**config.mk**
```make
export PLATFORM = sky130hd
export DESIGN_NAME = regulator_code_to_millivolts
export DESIGN_NICKNAME = d
export VERILOG_FILES = /design/src/rtl/rcm_pkg.sv /design/src/rtl/regulator_code_to_millivolts.sv
export SDC_FILE = /design/constraint.sdc
export NUM_CORES = 1
export LEC_CHECK = 0
export BUFFER_PORTS_ARGS = -buffer_cell sky130_fd_sc_hd__buf_2
export CAP_MARGIN = 40
export CORE_MARGIN = 1
export CORE_UTILIZATION = 60
export DETAILED_ROUTE_END_ITERATION = 8
export MAX_ROUTING_LAYER = met4
export PLACE_DENSITY = 0.83
export SLEW_MARGIN = 20
export SYNTH_ARGS = -nofsm -noshare
export SYNTH_HDL_FRONTEND = slang
export SYNTH_SLANG_ARGS = --single-unit
```
**constraint.sdc**
```tcl
create_clock -name clk -period 6.3 [get_ports clk]
set_clock_uncertainty 0.05 [all_clocks]
set_input_delay 0.315 -clock clk [delete_from_list [all_inputs] [get_ports clk]]
set_output_delay 0.315 -clock clk [all_outputs]
set_load 0.05 [all_outputs]
```
**src/rtl/rcm_pkg.sv**
```systemverilog
// shared constants for the regulator code to millivolts decoder
`default_nettype none

package rcm_pkg;

    // number of rails that decode; indexes at or above this are unknown
    localparam int RAIL_COUNT = 14;

    localparam int RAIL_IDX_W = 4;
    localparam int CODE_W     = 8;
    localparam int MV_W       = 12;

    // rails with a scale of their own; every other known rail is a 100 mV ldo
    localparam logic [RAIL_IDX_W-1:0] RAIL_DCDC1   = 4'd0;
    localparam logic [RAIL_IDX_W-1:0] RAIL_DCDC2   = 4'd1;
    localparam logic [RAIL_IDX_W-1:0] RAIL_DCDC3   = 4'd2;
    localparam logic [RAIL_IDX_W-1:0] RAIL_DCDC4   = 4'd3;
    localparam logic [RAIL_IDX_W-1:0] RAIL_DCDC5   = 4'd4;
    localparam logic [RAIL_IDX_W-1:0] RAIL_CPUSLDO = 4'd11;

    // largest decoded voltage
    localparam logic [MV_W-1:0] MV_MAX = 12'd3700;

endpackage

`default_nettype wire

```
**src/rtl/regulator_code_to_millivolts.sv**
```systemverilog
// regulator voltage code to millivolts decoder, top level
`default_nettype none

// usage
// - command channel: drive rail_index and raw_code with start high; a transfer
//   happens at each rising edge where start is high and busy is low
// - busy is tied low: the decoder never stalls, so a command can follow in
//   every cycle
// - result channel: done is high for exactly one cycle with millivolts and
//   code_valid; the receiver takes it at the edge that ends that cycle and
//   cannot hold it off
// - path: a transferred command is held in the command register, then its
//   result in the result register, from which done rises and the result is
//   taken; throughput one per cycle
// - the decode is a few compares on the masked code and one small constant
//   multiply-add, all between the command register and the result register
// - an unknown rail or a code outside the rail's scale gives code_valid 0
//   and millivolts 0
// - reset (rst_n low, asynchronous) clears the pipeline valid bits, so no
//   result is emitted for commands in flight at reset
// - results are never stalled: done follows each accepted command in order
module regulator_code_to_millivolts
    import rcm_pkg::*;
(
    input  wire logic                  clk,
    input  wire logic                  rst_n,
    input  wire logic                  start,
    output logic                       busy,
    input  wire logic [RAIL_IDX_W-1:0] rail_index,
    input  wire logic [CODE_W-1:0]     raw_code,
    output logic                       done,
    output logic [MV_W-1:0]            millivolts,
    output logic                       code_valid
);

    // command register stage
    logic                  cmd_vld_reg;
    logic [RAIL_IDX_W-1:0] rail_reg;
    logic [CODE_W-1:0]     code_reg;

    // result register stage
    logic                  done_reg;
    logic [MV_W-1:0]       mv_reg;
    logic                  ok_reg;

    logic [MV_W-1:0]       mv_next;
    logic                  ok_next;

    logic                  cmd_xfer;
    logic [4:0]            n5;
    logic [6:0]            n7;
    logic [6:0]            n7_off71;
    logic [6:0]            n7_off88;
    logic                  rail_known;

    assign busy     = 1'b0;
    assign cmd_xfer = start && !busy;

    always_ff @(posedge clk or negedge rst_n)
    begin
        if (!rst_n)
        begin
            cmd_vld_reg <= 1'b0;
            done_reg    <= 1'b0;
        end
        else
        begin
            cmd_vld_reg <= cmd_xfer;
            done_reg    <= cmd_vld_reg;
        end
    end

    // payload registers, no reset needed
    always_ff @(posedge clk)
    begin
        if (cmd_xfer)
        begin
            rail_reg <= rail_index;
            code_reg <= raw_code;
        end
        if (cmd_vld_reg)
        begin
            mv_reg <= mv_next;
            ok_reg <= ok_next;
        end
    end

    assign n5       = code_reg[4:0];
    assign n7       = code_reg[6:0];
    assign n7_off71 = n7 - 7'd71;
    assign n7_off88 = n7 - 7'd88;

    // rails at or above the rail count have no scale
    assign rail_known = ({1'b0, rail_reg} < (RAIL_IDX_W + 1)'(RAIL_COUNT));

    // per rail piecewise scale
    always_comb
    begin
        mv_next = '0;
        ok_next = 1'b0;
        if (rail_known)
        begin
            unique case (rail_reg)
                RAIL_DCDC1:
                begin
                    if (n5 <= 5'd19)
                    begin
                        mv_next = 12'd1500 + 12'(n5) * 12'd100;
                        ok_next = 1'b1;
                    end
                end
                RAIL_DCDC2, RAIL_DCDC3:
                begin
                    priority if (n7 <= 7'd70)
                    begin
                        mv_next = 12'd500 + 12'(n7) * 12'd10;
                        ok_next = 1'b1;
                    end
                    else if (n7 <= 7'd87)
                    begin
                        mv_next = 12'd1220 + 12'(n7_off71) * 12'd20;
                        ok_next = 1'b1;
                    end
                    else if (rail_reg == RAIL_DCDC3 && n7 <= 7'd106)
                    begin
                        mv_next = 12'd1600 + 12'(n7_off88) * 12'd100;
                        ok_next = 1'b1;
                    end
                    else
                    begin
                        ok_next = 1'b0;
                    end
                end
                RAIL_DCDC4:
                begin
                    priority if (n7 <= 7'd70)
                    begin
                        mv_next = 12'd500 + 12'(n7) * 12'd10;
                        ok_next = 1'b1;
                    end
                    else if (n7 <= 7'd102)
                    begin
                        mv_next = 12'd1220 + 12'(n7_off71) * 12'd20;
                        ok_next = 1'b1;
                    end
                    else
                    begin
                        ok_next = 1'b0;
                    end
                end
                RAIL_DCDC5:
                begin
                    // code 25 is a lone 1.2 V point below the linear range
                    priority if (n5 == 5'd25)
                    begin
                        mv_next = 12'd1200;
                        ok_next = 1'b1;
                    end
                    else if (n5 <= 5'd23)
                    begin
                        mv_next = 12'd1400 + 12'(n5) * 12'd100;
                        ok_next = 1'b1;
                    end
                    else
                    begin
                        ok_next = 1'b0;
                    end
                end
                RAIL_CPUSLDO:
                begin
                    if (n5 <= 5'd19)
                    begin
                        mv_next = 12'd500 + 12'(n5) * 12'd50;
                        ok_next = 1'b1;
                    end
                end
                default:
                begin
                    // aldo, bldo, dldo and any other known rail
                    if (n5 <= 5'd30)
                    begin
                        mv_next = 12'd500 + 12'(n5) * 12'd100;
                        ok_next = 1'b1;
                    end
                end
            endcase
        end
    end

    assign done       = done_reg;
    assign millivolts = mv_reg;
    assign code_valid = ok_reg;

`ifndef SYNTHESIS
    // each command transfer yields a result, after the command and result registers
    a_result_follows: assert property (@(posedge clk) disable iff (!rst_n)
        cmd_xfer |=> ##1 done)
        else $error("result missing after command transfer");

    // no rising done without a command transfer behind it, through both registers
    a_no_spurious: assert property (@(posedge clk) disable iff (!rst_n)
        $rose(done) |-> $past(cmd_xfer, 2))
        else $error("result without command");

    // an invalid code reports zero millivolts
    a_invalid_zero: assert property (@(posedge clk) disable iff (!rst_n)
        (done && !code_valid) |-> (millivolts == '0))
        else $error("invalid result with nonzero millivolts");

    // decoded voltage stays in range
    a_mv_range: assert property (@(posedge clk) disable iff (!rst_n)
        done |-> (millivolts <= MV_MAX))
        else $error("millivolts out of range");
`endif

endmodule

`default_nettype wire
```
==> Word level (Yosys, flattened, before mapping) <==
Cells that the tools add are included.
{ "word_totals": {"wordCells": 59, "input_bits": 15, "ff_bits": 26, "out_inout_bits": 15} }
{ "op_classes": {"magnitude_cmp": 8, "addsub": 9, "n_reduce_logical": 4, "n_mul": 5, "n_mux": 21, "n_eq_ne": 6} }
{ "ops": {"columns": ["operator", "count"], "rows": [
  ["12-bit two-way mux", 10],
  ["12-bit one-hot mux with 5 select lines", 1],
  ["11-bit by 12-bit adder with 12-bit output, first input constant", 4],
  ["7-bit less-or-equal comparator, second input constant", 4],
  ["9-bit by 11-bit adder with 12-bit output, first input constant", 2],
  ["5-bit by 5-bit multiplier with 10-bit output, second input constant", 2],
  ["7-bit by 3-bit multiplier with 10-bit output, second input constant", 2],
  ["5-bit less-or-equal comparator, second input constant", 3],
  ["7-bit subtractor, second input constant", 2],
  ["9-bit by 12-bit adder with 12-bit output, first input constant", 1],
  ["7-bit by 5-bit multiplier with 10-bit output, second input constant", 1],
  ["1-bit two-way mux", 9],
  ["4-bit by 2-bit == test with 1-bit output, second input constant", 2],
  ["5-bit == test, second input constant", 1],
  ["4-bit by 1-bit == test with 1-bit output, second input constant", 1],
  ["4-bit by 3-bit == test with 1-bit output, second input constant", 1],
  ["4-bit == test, second input constant", 1],
  ["4-bit logical NOT", 1],
  ["4-bit less-than comparator, second input constant", 1],
  ["1-bit one-hot mux with 4 select lines", 1],
  ["2-bit OR reduction", 2],
  ["1-bit logical AND", 1]
]} }

==> Longest topological paths before layout <==
{ "depth": {"depth_word": 7, "depth_mapped": 15} }

==> Worst setup path before layout <==
No wires, ideal clock.
{ "synth_path": {"path_type": "register -> register", "startpoint": "reg code_reg[1]", "endpoint": "reg mv_reg[10] (netlist: millivolts[10]), data pin", "path_buffers": 1, "synth_period_minus_slack_ns": 3.837, "stages_incl_launch_ff": 15, "slack_ns": 2.463, "required_ns": 5.979, "t_arrival_ns": 3.517, "setup_time_ns": 0.271, "cell_sequence": "edfxtp_1 > inv_1 > ha_1 > ha_1 > ha_1 > inv_1 > fa_1 > buf_2 > and2b_1 > and4b_1 > a211oi_1 > xor2_1 > a32o_1 > nor4b_2 > o211ai_1"} }
{ "synth_between": {"elab_chain_cells": 7, "word_cells_on_any_way": 34, "classes_between": "add/sub: 9; mul: 5; order compare: 7; eq/ne: 1; mux: 11; reduce/logical: 1"} }
{ "synth_rtl": {"columns": ["element", "line", "text"], "rows": [
  ["from (decl)", "regulator_code_to_millivolts.sv:39", "logic [CODE_W-1:0] code_reg;"],
  ["from (signal assigned)", "regulator_code_to_millivolts.sv:79", "code_reg <= raw_code;"],
  ["7-bit subtractor", "regulator_code_to_millivolts.sv:91", "assign n7_off88 = n7 - 7'd88;"],
  ["7-bit by 5-bit multiplier with 10-bit output", "regulator_code_to_millivolts.sv:126", "mv_next = 12'd1600 + 12'(n7_off88) * 12'd100;"],
  ["11-bit by 12-bit adder with 12-bit output", "regulator_code_to_millivolts.sv:126", null],
  ["12-bit two-way mux", "regulator_code_to_millivolts.sv:124", "else if (rail_reg == RAIL_DCDC3 && n7 <= 7'd106)"],
  ["12-bit two-way mux", "regulator_code_to_millivolts.sv:119", "else if (n7 <= 7'd87)"],
  ["12-bit two-way mux", "regulator_code_to_millivolts.sv:114", "priority if (n7 <= 7'd70)"],
  ["12-bit one-hot mux with 5 select lines *", "regulator_code_to_millivolts.sv:103", "unique case (rail_reg)"],
  ["to (signal assigned)", "regulator_code_to_millivolts.sv:83", "mv_reg <= mv_next;"],
  ["to (decl)", "regulator_code_to_millivolts.sv:43", "logic [MV_W-1:0] mv_reg;"]
]} }
Mark *: on every way between the ends. The rest lies on a longest branch, timed or not.
A chain may end at the register's enable or synchronous reset.

==> Worst setup path in the final report <==
Ends and elaborated chain as after synthesis.

==> metrics.csv <==
stage;metric;value;unit
hold_path;hold_start;raw_code[0];
placed_design;dp_hpwl;7.781;mm
status;status;complete, but fails checks;
worst_setup_path;r2r_start;code_reg[1];
worst_setup_path;critical_path_class;flip-flop to flip-flop;
worst_setup_path;ff2ff_path_depth;13;
hold_path;min_path_type;input pin to flip-flop;
route;via_count;3629;
sta;setup_tns;0;ns
clocking;cts_buffers;3;
placed_design;place_congestion;1.061;
hold_path;hold_end;code_reg[0];
yosys;synth_ff_type;edfxtp_1;
clocking;path_clk_slew;0.08;ns
floorplanning;fp.dieH;84.57;µm
route;drt-total-wl;10.07;mm
run;maxCapViolations;0;
route;avgRoutedWirePerCell;18.34;µm
yosys;synth.top_cell.area_share;20.19;%
power;sw_frac_of_total;50.41;%
sta;setup_viol;0;
route;drtPass1Iterations;9;
sta;rsz0062_at_grt;false;
clocking;cts_tree;done;
power;pwr-share-comb;74.0;%
yosys;netlist_area;0.004090;mm²
placed_design;portBuffers;26;
floorplanning;dieWidth;84.57;µm
power;switchingPower;655.6;µW
yosys;async_reset_ff_share;8.000;%
sta;fin_crit;4.766;ns
clocking;cts_htree_levels;1;
power;sequentialPowerShare;18.6;%
yosys;syn_area_per_cell;8.989;µm²
yosys;synthCells;455;
status;violations;design-rule violations;
power;peakVddDrop;218.9;µV
global_routing;grt_max_degree;19;
floorplanning;core-area;0.006459;mm²
cells_and_area;diodes;0;
yosys;yosysWarningCount;0;
clocking;cts_buffer_depth;2;
yosys;synthTopCellsByArea;ha_1 20%, edfxtp_1 17%, xnor2_1 7.3%;
sta;tightestPinTransition;0.7386;ns
cells_and_area;largest_reg_flops;11;
sta;min_period_over_period;75.65;%
clocking;cts-root-buf;clkbuf_8;
yosys;ys_seq_area_share;18.11;%
floorplanning;dieArea;0.007151;mm²
global_routing;grt-ovfl-total;0;
cells_and_area;nets;559;
power;powerDensity;302.6;mW/mm²
floorplanning;rows;29;
cells_and_area;drive_gt1_share;11.86;%
route;post-route-drc-count;4;
clocking;clock_sinks;25;
cells_and_area;areaGrowthSynthToFinish;5.078;%
global_routing;grt_util_all_layers;29.75;%
route;via_per_inst;6.610;
floorplanning;start_util;63.33;%
sta;relSlewSlack;50.76;%
hold_path;hold_depth;1;
route;drt_iter0_drc;481;
power;power_frac_clock;7.4;%
route;drtAntennaViolNets;0;
yosys;synth_edf_count;23;
yosys;yosysTopAreaCell;ha_1;
global_routing;antenna_found_initial;0;
power;leakage;0.001868;µW
sta;slew_viol_final;0;
worst_setup_path;r2r-end;millivolts[10];
global_routing;grt_pass1_vias;3492;
worst_setup_path;crit_path_end_kind;flip-flop;
global_routing;grt_pass1_wl;16.53;mm
worst_setup_path;crit_start;code_reg[1];
floorplanning;ios;30;
worst_setup_path;required;6.26;ns
worst_setup_path;rrSetupSlack;1.53;ns
worst_setup_path;arrival;4.72;ns
yosys;ys_ff_latch;25;
cells_and_area;fill_cells;528;
sta;hold_viol;0;
sta;timing.fmax;0.2098;GHz
power;power.internal;645.1;µW
worst_setup_path;cp_max_fo;14;
power;power;1301;µW
clocking;clk_latency;0.27;ns
yosys;yosys.cell_types.count;76;
worst_setup_path;start_kind;flip-flop;
-- logic make-up (layout without fill, tap and decap cells) --
| kind of cell | Yosys count | in the layout | synth area share, % |
|---|---|---|---|
| xor+xnor | 57 | 57 | 12.73 |
| flops | 25 | 25 | 18.11 |
| simple gates | 117 | 117 | 15.48 |
| mux | 5 | 5 | 1.652 |
| buf+inv | 45 | 61 | 5.108 |
| fa+ha+maj | 71 | 71 | 22.64 |
| compound gates | 134 | 134 | 24.20 |
| other cells | 1 | 2 | 0.09168 |
-- cells in the mapped netlist (4+ instances only) --
cell and count:
a211oi_1 4, a21o_1 11, a21oi_1 28, a22oi_1 6, a31oi_1 5, a32oi_1 4, and3_1 6, buf_2 11
edfxtp_1 23, fa_1 5, ha_1 66, inv_1 24, nand2_1 26, nand2b_1 4, nand3_1 14, nor2_1 24
nor2b_1 8, nor3_1 7, nor3b_1 4, o211ai_1 7, o21a_1 4, o21ai_0 15, o221ai_1 4, o22ai_1 5
xnor2_1 34, xor2_1 21
-- through the flow --
stage                     utilization [%]  setup WS [ns]  area [µm²]  hold WS, ns  instances
after floorplan                         -          2.463        4094     -0.03059        456
after global placement              65.46          1.550        4228      0.05023        542
after detailed placement            65.58          1.522        4235      0.05093        543
after CTS                           66.43          1.515        4290       0.1598        548
after global routing                66.54          1.300        4298       0.1558        549
final                               66.54          1.534        4298       0.1629        549
-- what timing repair did --
action	in CTS	in global routing
hold buffers	1	0
setup buffers	0	0
resized for setup	0	0
endpoints found under the hold margin	2	0
endpoints found under the setup margin	0	0
-- metal layers --
metal	track usage, %	part of all wire (%)
met5	-	0
met4	9.399	3.0
met3	5.801	8.1
met2	47.82	47
met1	37.78	42
-- worst max-delay path by stage --
| stage | end | slack [ns] |
|---|---|---|
| global route | millivolts[10] | 1.30 |
| finish | millivolts[10] | 1.53 |
| CTS | millivolts[10] | 1.51 |
| floorplan | millivolts[10] | 2.46 |
| global placement | millivolts[10] | 1.55 |
| detailed placement | millivolts[10] | 1.52 |
-- power by group through the flow --
stage / combinational (µW) / clock (µW) / sequential (µW)
after floorplan: 682 / 0 / 308
after global placement: 901 / 0 / 244
after detailed placement: 939 / 0 / 245
after CTS: 945 / 97.1 / 241
after global routing: 1050 / 103 / 245
final: 963 / 95.7 / 242
-- area by class of cell --
type	count	area, µm²	area share [%]
inverters	25	93.84	2.183
clock buffers	4	45.04	1.048
multi-input cells	386	3144	73.16
well taps	77	96.34	2.242
repair buffers	32	177.7	4.134
flip-flops and latches	25	740.7	17.23
-- worst max-delay path: stages (launching register included) --
cell	delay, ns
edfxtp_1	0.70
inv_1	0.24
ha_1	0.55
ha_1	0.30
ha_1	0.23
inv_1	0.08
fa_1	0.55
and2b_1	0.31
and4b_1	0.26
a211oi_1	0.28
xor2_1	0.14
a32o_1	0.27
nor4b_2	0.37
o211ai_1	0.14
-- layout by cell type (no fill, tap or decap), types with 14 or more instances in the layout --
master,n
o21ai_0,15
a21oi_1,28
buf_2,26
nor2_1,24
inv_1,24
nand2_1,26
xnor2_1,34
nand3_1,14
ha_1,66
xor2_1,21
edfxtp_1,23
Power figures use the tool's default switching activity.
